### src/rtl/adpcm_fd_pkg.sv
package adpcm_fd_pkg;

    localparam int BYTE_W    = 8;
    localparam int COEF_W    = 16;
    localparam int SAMPLE_W  = 16;
    localparam int CFG_W     = 64;
    localparam int CFG_IDX_W = 3;
    localparam int HIST_W    = 32;
    localparam int COUNT_W   = 32;
    localparam int SIF_W     = 5;
    localparam int PROD_W    = 2 * COEF_W;
    localparam int ACC_W     = PROD_W + 1;
    localparam int SUM_W     = 34;
    localparam int FRAC_BITS = 11;
    localparam int QUOT_W    = SUM_W - FRAC_BITS;
    localparam int ROUND_BIAS = 1024;
    localparam int NUM_COEF_REGS = 4;

    // Configuration register indexes
    localparam logic [CFG_IDX_W-1:0] CFG_COEF_0_1  = 3'd0;
    localparam logic [CFG_IDX_W-1:0] CFG_COEF_2_3  = 3'd1;
    localparam logic [CFG_IDX_W-1:0] CFG_COEF_4_5  = 3'd2;
    localparam logic [CFG_IDX_W-1:0] CFG_COEF_6_7  = 3'd3;
    localparam logic [CFG_IDX_W-1:0] CFG_INIT_HIST = 3'd4;
    localparam logic [CFG_IDX_W-1:0] CFG_TOTAL     = 3'd5;

    typedef enum logic [1:0] {
        ST_IDLE,
        ST_MUL1,
        ST_MUL2,
        ST_EMIT
    } t_state;

    typedef struct packed {
        logic accept;
        logic mul1;
        logic mul2;
        logic emit;
    } t_dp_cmd;

    typedef struct packed {
        logic decode;
        logic more;
        logic out_free;
    } t_dp_sts;

endpackage

### src/rtl/adpcm_frame_decoder.sv
// Frame-based 4-bit ADPCM decoder. Feed the encoded stream one byte per
// transfer on the s_axis side; set tuser on the first header byte of a
// stream to load the starting history and sample count from the
// configuration registers (that byte and every later frame header give no
// result). Each data byte gives two 16-bit samples, high nibble first, or
// one when the frame or the stream ends on the high nibble. Every result
// carries the header byte of its frame, and tlast marks the final sample.
// Bytes without tuser after the stream has ended are dropped. A start,
// header or dropped byte is accepted and gives no result; a data byte
// is accepted and then each of its samples takes two multiply steps and
// one sum, clamp and write step, the write waiting while the output
// register holds an untaken result. The next sample's prediction needs
// the previous one, and the single shared 16x16 multiplier handles the
// two prediction taps in turn. A result waiting in the output register
// does not hold up the next byte; only the write of a new sample waits
// for it to be taken. Write configuration only while the decoder is idle.
module adpcm_frame_decoder #(
    parameter int FRAME_SAMPLES = 14
) (
    input  logic        i_clk,
    input  logic        i_rst_n,
    // configuration write port
    input  logic        i_cfg_we,
    input  logic [2:0]  i_cfg_addr,
    input  logic [63:0] i_cfg_wdata,
    // encoded byte stream
    input  logic        s_axis_tvalid,
    output logic        s_axis_tready,
    input  logic [7:0]  s_axis_tdata,   // [7:0] data_byte
    input  logic        s_axis_tuser,   // [0] stream_start
    // decoded samples
    output logic        m_axis_tvalid,
    input  logic        m_axis_tready,
    output logic [23:0] m_axis_tdata,   // [15:0] pcm_sample, [23:16] frame_header
    output logic        m_axis_tlast    // last_sample
);

    adpcm_fd_pkg::t_dp_cmd w_cmd;
    adpcm_fd_pkg::t_dp_sts w_sts;

    // Sequencer: accept, two multiply steps, emit
    adpcm_fd_ctrl u_ctrl (
        .i_clk         (i_clk),
        .i_rst_n       (i_rst_n),
        .s_axis_tvalid (s_axis_tvalid),
        .s_axis_tready (s_axis_tready),
        .i_sts         (w_sts),
        .o_cmd         (w_cmd)
    );

    // Registers, history, multiply-accumulate and output register
    adpcm_fd_dp #(
        .FRAME_SAMPLES (FRAME_SAMPLES)
    ) u_dp (
        .i_clk         (i_clk),
        .i_rst_n       (i_rst_n),
        .i_cfg_we      (i_cfg_we),
        .i_cfg_addr    (i_cfg_addr),
        .i_cfg_wdata   (i_cfg_wdata),
        .s_axis_tdata  (s_axis_tdata),
        .s_axis_tuser  (s_axis_tuser),
        .m_axis_tvalid (m_axis_tvalid),
        .m_axis_tready (m_axis_tready),
        .m_axis_tdata  (m_axis_tdata),
        .m_axis_tlast  (m_axis_tlast),
        .i_cmd         (w_cmd),
        .o_sts         (w_sts)
    );

endmodule

### src/rtl/adpcm_fd_ctrl.sv
module adpcm_fd_ctrl (
    input  logic                  i_clk,
    input  logic                  i_rst_n,
    input  logic                  s_axis_tvalid,
    output logic                  s_axis_tready,
    input  adpcm_fd_pkg::t_dp_sts i_sts,
    output adpcm_fd_pkg::t_dp_cmd o_cmd
);

    adpcm_fd_pkg::t_state r_state;
    adpcm_fd_pkg::t_state n_state;

    always_ff @(posedge i_clk) begin
        if (!i_rst_n) begin
            r_state <= adpcm_fd_pkg::ST_IDLE;
        end else begin
            r_state <= n_state;
        end
    end

    always_comb begin
        n_state = r_state;
        case (r_state)
            adpcm_fd_pkg::ST_IDLE: begin
                if (s_axis_tvalid && i_sts.decode) begin
                    n_state = adpcm_fd_pkg::ST_MUL1;
                end
            end
            adpcm_fd_pkg::ST_MUL1: n_state = adpcm_fd_pkg::ST_MUL2;
            adpcm_fd_pkg::ST_MUL2: n_state = adpcm_fd_pkg::ST_EMIT;
            adpcm_fd_pkg::ST_EMIT: begin
                if (i_sts.out_free) begin
                    n_state = i_sts.more ? adpcm_fd_pkg::ST_MUL1 : adpcm_fd_pkg::ST_IDLE;
                end
            end
            default: n_state = adpcm_fd_pkg::ST_IDLE;
        endcase
    end

    always_comb begin
        s_axis_tready = 1'b0;
        o_cmd         = '0;
        case (r_state)
            adpcm_fd_pkg::ST_IDLE: begin
                s_axis_tready = 1'b1;
                o_cmd.accept  = s_axis_tvalid;
            end
            adpcm_fd_pkg::ST_MUL1: o_cmd.mul1 = 1'b1;
            adpcm_fd_pkg::ST_MUL2: o_cmd.mul2 = 1'b1;
            adpcm_fd_pkg::ST_EMIT: o_cmd.emit = i_sts.out_free;
            default: o_cmd = '0;
        endcase
    end

endmodule

### src/rtl/adpcm_fd_dp.sv
module adpcm_fd_dp #(
    parameter int FRAME_SAMPLES = 14
) (
    input  logic                                      i_clk,
    input  logic                                      i_rst_n,
    input  logic                                      i_cfg_we,
    input  logic [adpcm_fd_pkg::CFG_IDX_W-1:0]        i_cfg_addr,
    input  logic [adpcm_fd_pkg::CFG_W-1:0]            i_cfg_wdata,
    input  logic [adpcm_fd_pkg::BYTE_W-1:0]           s_axis_tdata,
    input  logic                                      s_axis_tuser,
    output logic                                      m_axis_tvalid,
    input  logic                                      m_axis_tready,
    output logic [adpcm_fd_pkg::SAMPLE_W+adpcm_fd_pkg::BYTE_W-1:0] m_axis_tdata,
    output logic                                      m_axis_tlast,
    input  adpcm_fd_pkg::t_dp_cmd                     i_cmd,
    output adpcm_fd_pkg::t_dp_sts                     o_sts
);

    localparam logic [adpcm_fd_pkg::SIF_W-1:0] FRAME_LEN =
        adpcm_fd_pkg::SIF_W'(FRAME_SAMPLES);

    logic [adpcm_fd_pkg::CFG_W-1:0]   r_coef [adpcm_fd_pkg::NUM_COEF_REGS];
    logic [adpcm_fd_pkg::HIST_W-1:0]  r_init_hist;
    logic [adpcm_fd_pkg::COUNT_W-1:0] r_total;

    logic signed [adpcm_fd_pkg::SAMPLE_W-1:0] r_prev;
    logic signed [adpcm_fd_pkg::SAMPLE_W-1:0] r_prev2;
    logic [adpcm_fd_pkg::BYTE_W-1:0]          r_hdr;
    logic [adpcm_fd_pkg::SIF_W-1:0]           r_sif;
    logic [adpcm_fd_pkg::COUNT_W-1:0]         r_left;
    logic [adpcm_fd_pkg::BYTE_W-1:0]          r_byte;
    logic                                     r_nib_sel;

    logic signed [adpcm_fd_pkg::PROD_W-1:0] r_prod;
    logic signed [adpcm_fd_pkg::ACC_W-1:0]  r_acc;

    logic                                    r_out_valid;
    logic signed [adpcm_fd_pkg::SAMPLE_W-1:0] r_out_pcm;
    logic [adpcm_fd_pkg::BYTE_W-1:0]         r_out_hdr;
    logic                                    r_out_last;

    logic [adpcm_fd_pkg::CFG_W-1:0]          w_coef_reg;
    logic [2*adpcm_fd_pkg::COEF_W-1:0]       w_pair;
    logic signed [adpcm_fd_pkg::COEF_W-1:0]  w_c1;
    logic signed [adpcm_fd_pkg::COEF_W-1:0]  w_c2;
    logic signed [adpcm_fd_pkg::COEF_W-1:0]  w_mul_a;
    logic signed [adpcm_fd_pkg::SAMPLE_W-1:0] w_mul_b;
    logic signed [adpcm_fd_pkg::PROD_W-1:0]  w_prod;
    logic signed [3:0]                       w_nib;
    logic signed [adpcm_fd_pkg::SUM_W-1:0]   w_res_ext;
    logic signed [adpcm_fd_pkg::SUM_W-1:0]   w_scaled;
    logic signed [adpcm_fd_pkg::SUM_W-1:0]   w_sum;
    logic signed [adpcm_fd_pkg::QUOT_W-1:0]  w_quot;
    logic signed [adpcm_fd_pkg::SAMPLE_W-1:0] w_y;

    // Coefficient pair: predictors 8 to 15 use zeros
    always_comb begin
        w_coef_reg = r_coef[r_hdr[6:5]];
        w_pair     = r_hdr[4] ? w_coef_reg[31:0] : w_coef_reg[63:32];
        w_c1       = r_hdr[7] ? '0 : $signed(w_pair[31:16]);
        w_c2       = r_hdr[7] ? '0 : $signed(w_pair[15:0]);
    end

    // One multiplier: first tap in the first multiply cycle, second tap after
    always_comb begin
        w_mul_a = i_cmd.mul2 ? w_c2 : w_c1;
        w_mul_b = i_cmd.mul2 ? r_prev2 : r_prev;
        w_prod  = w_mul_a * w_mul_b;
    end

    // Scaled residual, rounding bias, floor shift and clamp
    always_comb begin
        w_nib     = r_nib_sel ? $signed(r_byte[3:0]) : $signed(r_byte[7:4]);
        w_res_ext = adpcm_fd_pkg::SUM_W'(w_nib);
        w_scaled  = (w_res_ext <<< r_hdr[3:0]) <<< adpcm_fd_pkg::FRAC_BITS;
        w_sum     = adpcm_fd_pkg::SUM_W'(r_acc) + w_scaled
                  + adpcm_fd_pkg::SUM_W'(adpcm_fd_pkg::ROUND_BIAS);
        w_quot    = w_sum[adpcm_fd_pkg::SUM_W-1:adpcm_fd_pkg::FRAC_BITS];
        if (w_quot > adpcm_fd_pkg::QUOT_W'(32767)) begin
            w_y = 16'sh7FFF;
        end else if (w_quot < -adpcm_fd_pkg::QUOT_W'(32768)) begin
            w_y = 16'sh8000;
        end else begin
            w_y = w_quot[adpcm_fd_pkg::SAMPLE_W-1:0];
        end
    end

    always_comb begin
        o_sts.decode   = !s_axis_tuser && (r_left != '0) && (r_sif < FRAME_LEN);
        o_sts.more     = !r_nib_sel && (r_left != adpcm_fd_pkg::COUNT_W'(1))
                       && ((r_sif + 1'b1) < FRAME_LEN);
        o_sts.out_free = !r_out_valid || m_axis_tready;
    end

    // Configuration registers
    always_ff @(posedge i_clk) begin
        if (!i_rst_n) begin
            for (int i = 0; i < adpcm_fd_pkg::NUM_COEF_REGS; i++) begin
                r_coef[i] <= '0;
            end
            r_init_hist <= '0;
            r_total     <= '0;
        end else if (i_cfg_we) begin
            case (i_cfg_addr)
                adpcm_fd_pkg::CFG_COEF_0_1,
                adpcm_fd_pkg::CFG_COEF_2_3,
                adpcm_fd_pkg::CFG_COEF_4_5,
                adpcm_fd_pkg::CFG_COEF_6_7: r_coef[i_cfg_addr[1:0]] <= i_cfg_wdata;
                adpcm_fd_pkg::CFG_INIT_HIST: r_init_hist <= i_cfg_wdata[31:0];
                adpcm_fd_pkg::CFG_TOTAL:     r_total     <= i_cfg_wdata[31:0];
                default: ;
            endcase
        end
    end

    // Decoder state
    always_ff @(posedge i_clk) begin
        if (!i_rst_n) begin
            r_prev    <= '0;
            r_prev2   <= '0;
            r_hdr     <= '0;
            r_sif     <= '0;
            r_left    <= '0;
            r_nib_sel <= 1'b0;
        end else if (i_cmd.accept) begin
            if (s_axis_tuser) begin
                r_prev  <= $signed(r_init_hist[31:16]);
                r_prev2 <= $signed(r_init_hist[15:0]);
                r_left  <= r_total;
                r_hdr   <= s_axis_tdata;
                r_sif   <= '0;
            end else if (r_left != '0) begin
                if (r_sif >= FRAME_LEN) begin
                    r_hdr <= s_axis_tdata;
                    r_sif <= '0;
                end else begin
                    r_nib_sel <= 1'b0;
                end
            end
        end else if (i_cmd.emit) begin
            r_prev    <= w_y;
            r_prev2   <= r_prev;
            r_sif     <= r_sif + 1'b1;
            r_left    <= r_left - 1'b1;
            r_nib_sel <= 1'b1;
        end
    end

    // Multiply-accumulate: first product registered, then summed with the second
    always_ff @(posedge i_clk) begin
        if (i_cmd.accept) begin
            r_byte <= s_axis_tdata;
        end
        if (i_cmd.mul1) begin
            r_prod <= w_prod;
        end
        if (i_cmd.mul2) begin
            r_acc <= adpcm_fd_pkg::ACC_W'(r_prod) + adpcm_fd_pkg::ACC_W'(w_prod);
        end
    end

    // Output register
    always_ff @(posedge i_clk) begin
        if (!i_rst_n) begin
            r_out_valid <= 1'b0;
        end else if (i_cmd.emit) begin
            r_out_valid <= 1'b1;
        end else if (m_axis_tready) begin
            r_out_valid <= 1'b0;
        end
    end

    always_ff @(posedge i_clk) begin
        if (i_cmd.emit) begin
            r_out_pcm  <= w_y;
            r_out_hdr  <= r_hdr;
            r_out_last <= (r_left == adpcm_fd_pkg::COUNT_W'(1));
        end
    end

    assign m_axis_tvalid = r_out_valid;
    assign m_axis_tdata  = {r_out_hdr, r_out_pcm};
    assign m_axis_tlast  = r_out_last;

`ifndef NO_ASSERTIONS
    a_emit_free: assert property (@(posedge i_clk) disable iff (!i_rst_n)
        i_cmd.emit |-> (!r_out_valid || m_axis_tready))
        else $error("result overwrites an untaken result");

    a_emit_left: assert property (@(posedge i_clk) disable iff (!i_rst_n)
        i_cmd.emit |-> (r_left != '0))
        else $error("sample emitted with no samples left");

    a_emit_frame: assert property (@(posedge i_clk) disable iff (!i_rst_n)
        i_cmd.emit |-> (r_sif < FRAME_LEN))
        else $error("sample emitted beyond frame length");

    a_emit_valid: assert property (@(posedge i_clk) disable iff (!i_rst_n)
        i_cmd.emit |=> r_out_valid)
        else $error("emitted result not presented");
`endif

endmodule
### config.mk
export PLATFORM = sky130hd
export DESIGN_NAME = adpcm_frame_decoder
export DESIGN_NICKNAME = d
export VERILOG_FILES = /design/src/rtl/adpcm_fd_pkg.sv /design/src/rtl/adpcm_frame_decoder.sv /design/src/rtl/adpcm_fd_ctrl.sv /design/src/rtl/adpcm_fd_dp.sv
export SDC_FILE = /design/constraint.sdc
export NUM_CORES = 2
export LEC_CHECK = 0
export ABC_AREA = 1
export BUFFER_PORTS_ARGS = -buffer_cell sky130_fd_sc_hd__buf_2
export CORE_MARGIN = 2
export CORE_UTILIZATION = 32
export DETAILED_ROUTE_END_ITERATION = 8
export GPL_ROUTABILITY_DRIVEN = 0
export PLACE_DENSITY = 0.54
export SYNTH_ARGS = -nofsm -noshare
export SYNTH_HDL_FRONTEND = slang
export SYNTH_SLANG_ARGS = --single-unit
export TNS_END_PERCENT = 5
### constraint.sdc
create_clock -name i_clk -period 12.5 [get_ports i_clk]
set_clock_uncertainty 0.2 [all_clocks]
set_input_delay 1.875 -clock i_clk [delete_from_list [all_inputs] [get_ports i_clk]]
set_output_delay 1.875 -clock i_clk [all_outputs]
set_load 0.1 [all_outputs]
==> parameters.txt <==
Parameter                              Value

CTS
  Number of setup buffers added after CTS    0
  Clock tree from TritonCTS    built
  Maximum count of clock buffers along a single path    3
  Resized Gates After CTS    0
  Deepest level of the CTS H-tree    2
  Clock root buffer master    sky130_fd_sc_hd__clkbuf_16
  Clk Latency, worst-skew pair    670 ps
  Count of clock tree sinks    491
  Num CTS Buffers    55
  Hold-fix buffers at CTS    0
  CTS clk-pin slew, worst paths    60 ps

Cells and area
  Commonest cells after routing, fill and taps aside    sky130_fd_sc_hd__nor2_1, sky130_fd_sc_hd__inv_1, sky130_fd_sc_hd__nand2_1
  Most common cell after layout, fill and taps aside    sky130_fd_sc_hd__nor2_1
  Ant diodes    0
  Area Overhead vs Synth    10.7%
  Fraction of final layout cells with drive strength greater than 1    0.0833
  Final-stage net count    4,444

Setup path
  Number of buffer and inverter stages on the critical path    8
  Largest delay contributor family on the critical path    adder cells
  Worst setup EP type    flop
  Required arrival time at the worst endpoint    12,680 ps
  Most used cell, CP    sky130_fd_sc_hd__nand2_1
  Setup crit start kind    flop
  Type of the setup path with the least slack    flop to flop
  Critical path's largest stage delay    620 ps
  Critical-path top delay cell    sky130_fd_sc_hd__buf_4
  Critical Path AT    10,390 ps
  Register-to-register setup slack    2290 ps
  Max FO, Critical Path    54

Floorplanning
  Die height    331 um
  Effective utilization at floorplan    0.321
  Die Area    0.110 mm2
  Placement Rows    120
  Die X-Extent    331 um
  Boundary pin count    108
  Placeable Area    0.107 mm2

Yosys
  Cell count after synthesis    3,927
  Top post-synthesis cells by area    sky130_fd_sc_hd__edfxtp_1, sky130_fd_sc_hd__fa_1, sky130_fd_sc_hd__dfxtp_1
  Cell area after synthesis    0.0343 mm2
  Post-synth top flop    sky130_fd_sc_hd__edfxtp_1
  Total nets after synthesis    4,415
  Fraction of synthesis flops using an asynchronous set or reset pin    0
  Post-synth top area share    0.301
  Area leader, netlist    sky130_fd_sc_hd__edfxtp_1
  Seq/Total Area, Yosys    0.387
  Flip-flop and latch count after synthesis    491
  Average footprint of a synthesized cell    8.73 um2
  Warnings from Yosys    0
  Post-synthesis cell type count    68
  Number of enable flip-flop cells after synthesis    344

Place
  Number of buffers inserted by port buffering    107
  Post-DP HPWL    73.2 mm

Timing
  Final TNS setup    0 ps
  Final Hold Vio Count    0
  Max Fclk    98.0 MHz
  Relative slew slack    0.259
  Worst hold slack    234 ps
  Worst Max-Slew Pin Slew    1110 ps
  Final worst path period need    10,210 ps
  RSZ-0062 raised after global routing    false
  Number of setup violations in the final report    0
  Max-slew violation count    0
  Portion of the clock cycle consumed by the worst path in the final layout    0.817

GRT
  Number of global-route vias before repair    27,300
  Number of antenna violations at the first check in global routing    5
  Wire length of the first global-routing pass    159 mm
  Pin count of the biggest net entering global routing    129
  Residual overflow from global routing    0
  Total track usage    0.185

Detailed routing
  Average routed wire per standard cell    18.9 um
  Detailed Routing Iterations Pass 1    5
  Residual DRC    0
  Mean number of vias per cell    5.02
  Number of DRC markers after the initial detailed-route iteration    2,128
  Total Routed Length    102 mm
  Via count    27,100
  DRT antenna net count    0

Status
  Outcome    finished, final reports clean

Worst hold path
  Tightest Hold Check Type    flop to flop

Flow run
  Max capacitance violation total    0
-- Yosys cell counts, types with 36 or more instances --
cell / count
sky130_fd_sc_hd__xnor2_1: 36
sky130_fd_sc_hd__nor2_1: 639
sky130_fd_sc_hd__a21oi_1: 238
sky130_fd_sc_hd__inv_1: 586
sky130_fd_sc_hd__clkbuf_1: 135
sky130_fd_sc_hd__o221ai_1: 37
sky130_fd_sc_hd__fa_1: 263
sky130_fd_sc_hd__ha_1: 144
sky130_fd_sc_hd__o21ai_0: 325
sky130_fd_sc_hd__edfxtp_1: 344
sky130_fd_sc_hd__nand2_1: 513
sky130_fd_sc_hd__dfxtp_1: 147
sky130_fd_sc_hd__nor3_1: 82
sky130_fd_sc_hd__nand3_1: 97
sky130_fd_sc_hd__xor2_1: 49
-- cell type report --
cell class	instances	area (um2)
well taps	1403	1760
multi-input cells	2660	18000
repair buffers	150	871
clock inverters	28	312
inverters	598	2250
fillers	11100	68800
flip-flops and latches	491	13300
clock buffers	73	1460
-- cells by family (layout without fill, tap and decap cells) --
group / after synthesis / in the layout / share of synthesized area
buffers and inverters: 776 / 849 / 0.0889
AO/OA/AOI/OAI: 746 / 746 / 0.124
multiplexers: 4 / 4 / 0.00117
XOR/XNOR: 87 / 87 / 0.0230
flip-flops: 491 / 491 / 0.387
AND/OR/NAND/NOR: 1416 / 1416 / 0.171
adder cells (fa/ha/maj): 407 / 407 / 0.206
-- through the flow --
| step | instance area, um2 | util | worst slack (ps) | instances |
|---|---|---|---|---|
| finish | 38000 | 0.356 | 2290 | 5403 |
| global route | 38000 | 0.356 | 1560 | 5403 |
| CTS | 38000 | 0.356 | 2380 | 5403 |
| detailed placement | 36200 | 0.339 | 2420 | 5302 |
| global placement | 36200 | 0.339 | 2490 | 5302 |
| floorplan | 34300 | - | 3670 | 3927 |
-- registers in the layout, indices dropped and copies added, names as in the netlist, 16 cells and up, named ones only --
register,flops
u_dp.r_out_pcm,16
u_dp.r_coef,256
u_dp.r_left,32
u_dp.r_prev,16
u_dp.r_init_hist,32
u_dp.r_acc,23
u_dp.r_prod,32
u_dp.r_total,32
u_dp.r_prev2,16
-- path summary, 6_finish.rpt --
path                 startpoint                 to  cells after the start
setup reg to reg           flop     u_dp.r_acc[32]                     37
setup / recovery           flop     u_dp.r_acc[32]                     37
hold / removal    u_dp.r_hdr[6]  u_dp.r_out_hdr[6]                      0
hold reg to reg   u_dp.r_hdr[6]  u_dp.r_out_hdr[6]                      0
-- layer usage --
metal / vias up / GRT usage / routed length [um]
li1: 12900 / - / -
met1: 13300 / 0.258 / 46800
met2: 802 / 0.291 / 45400
met3: 161 / 0.0344 / 6810
met4: 4 / 0.0576 / 3060
met5: - / 0 / 24
-- worst register-to-register path, delay by kind of cell, from the launching register on --
family	cells	cell delay (ps)
fa+ha+maj	8	3660
flops	1	350
simple gates	7	840
buf+inv	8	1760
compound gates	13	2900
xor+xnor	1	230
Power is not shown: default switching activity piles up to over one toggle a cycle in this logic, so the estimate is an artifact.
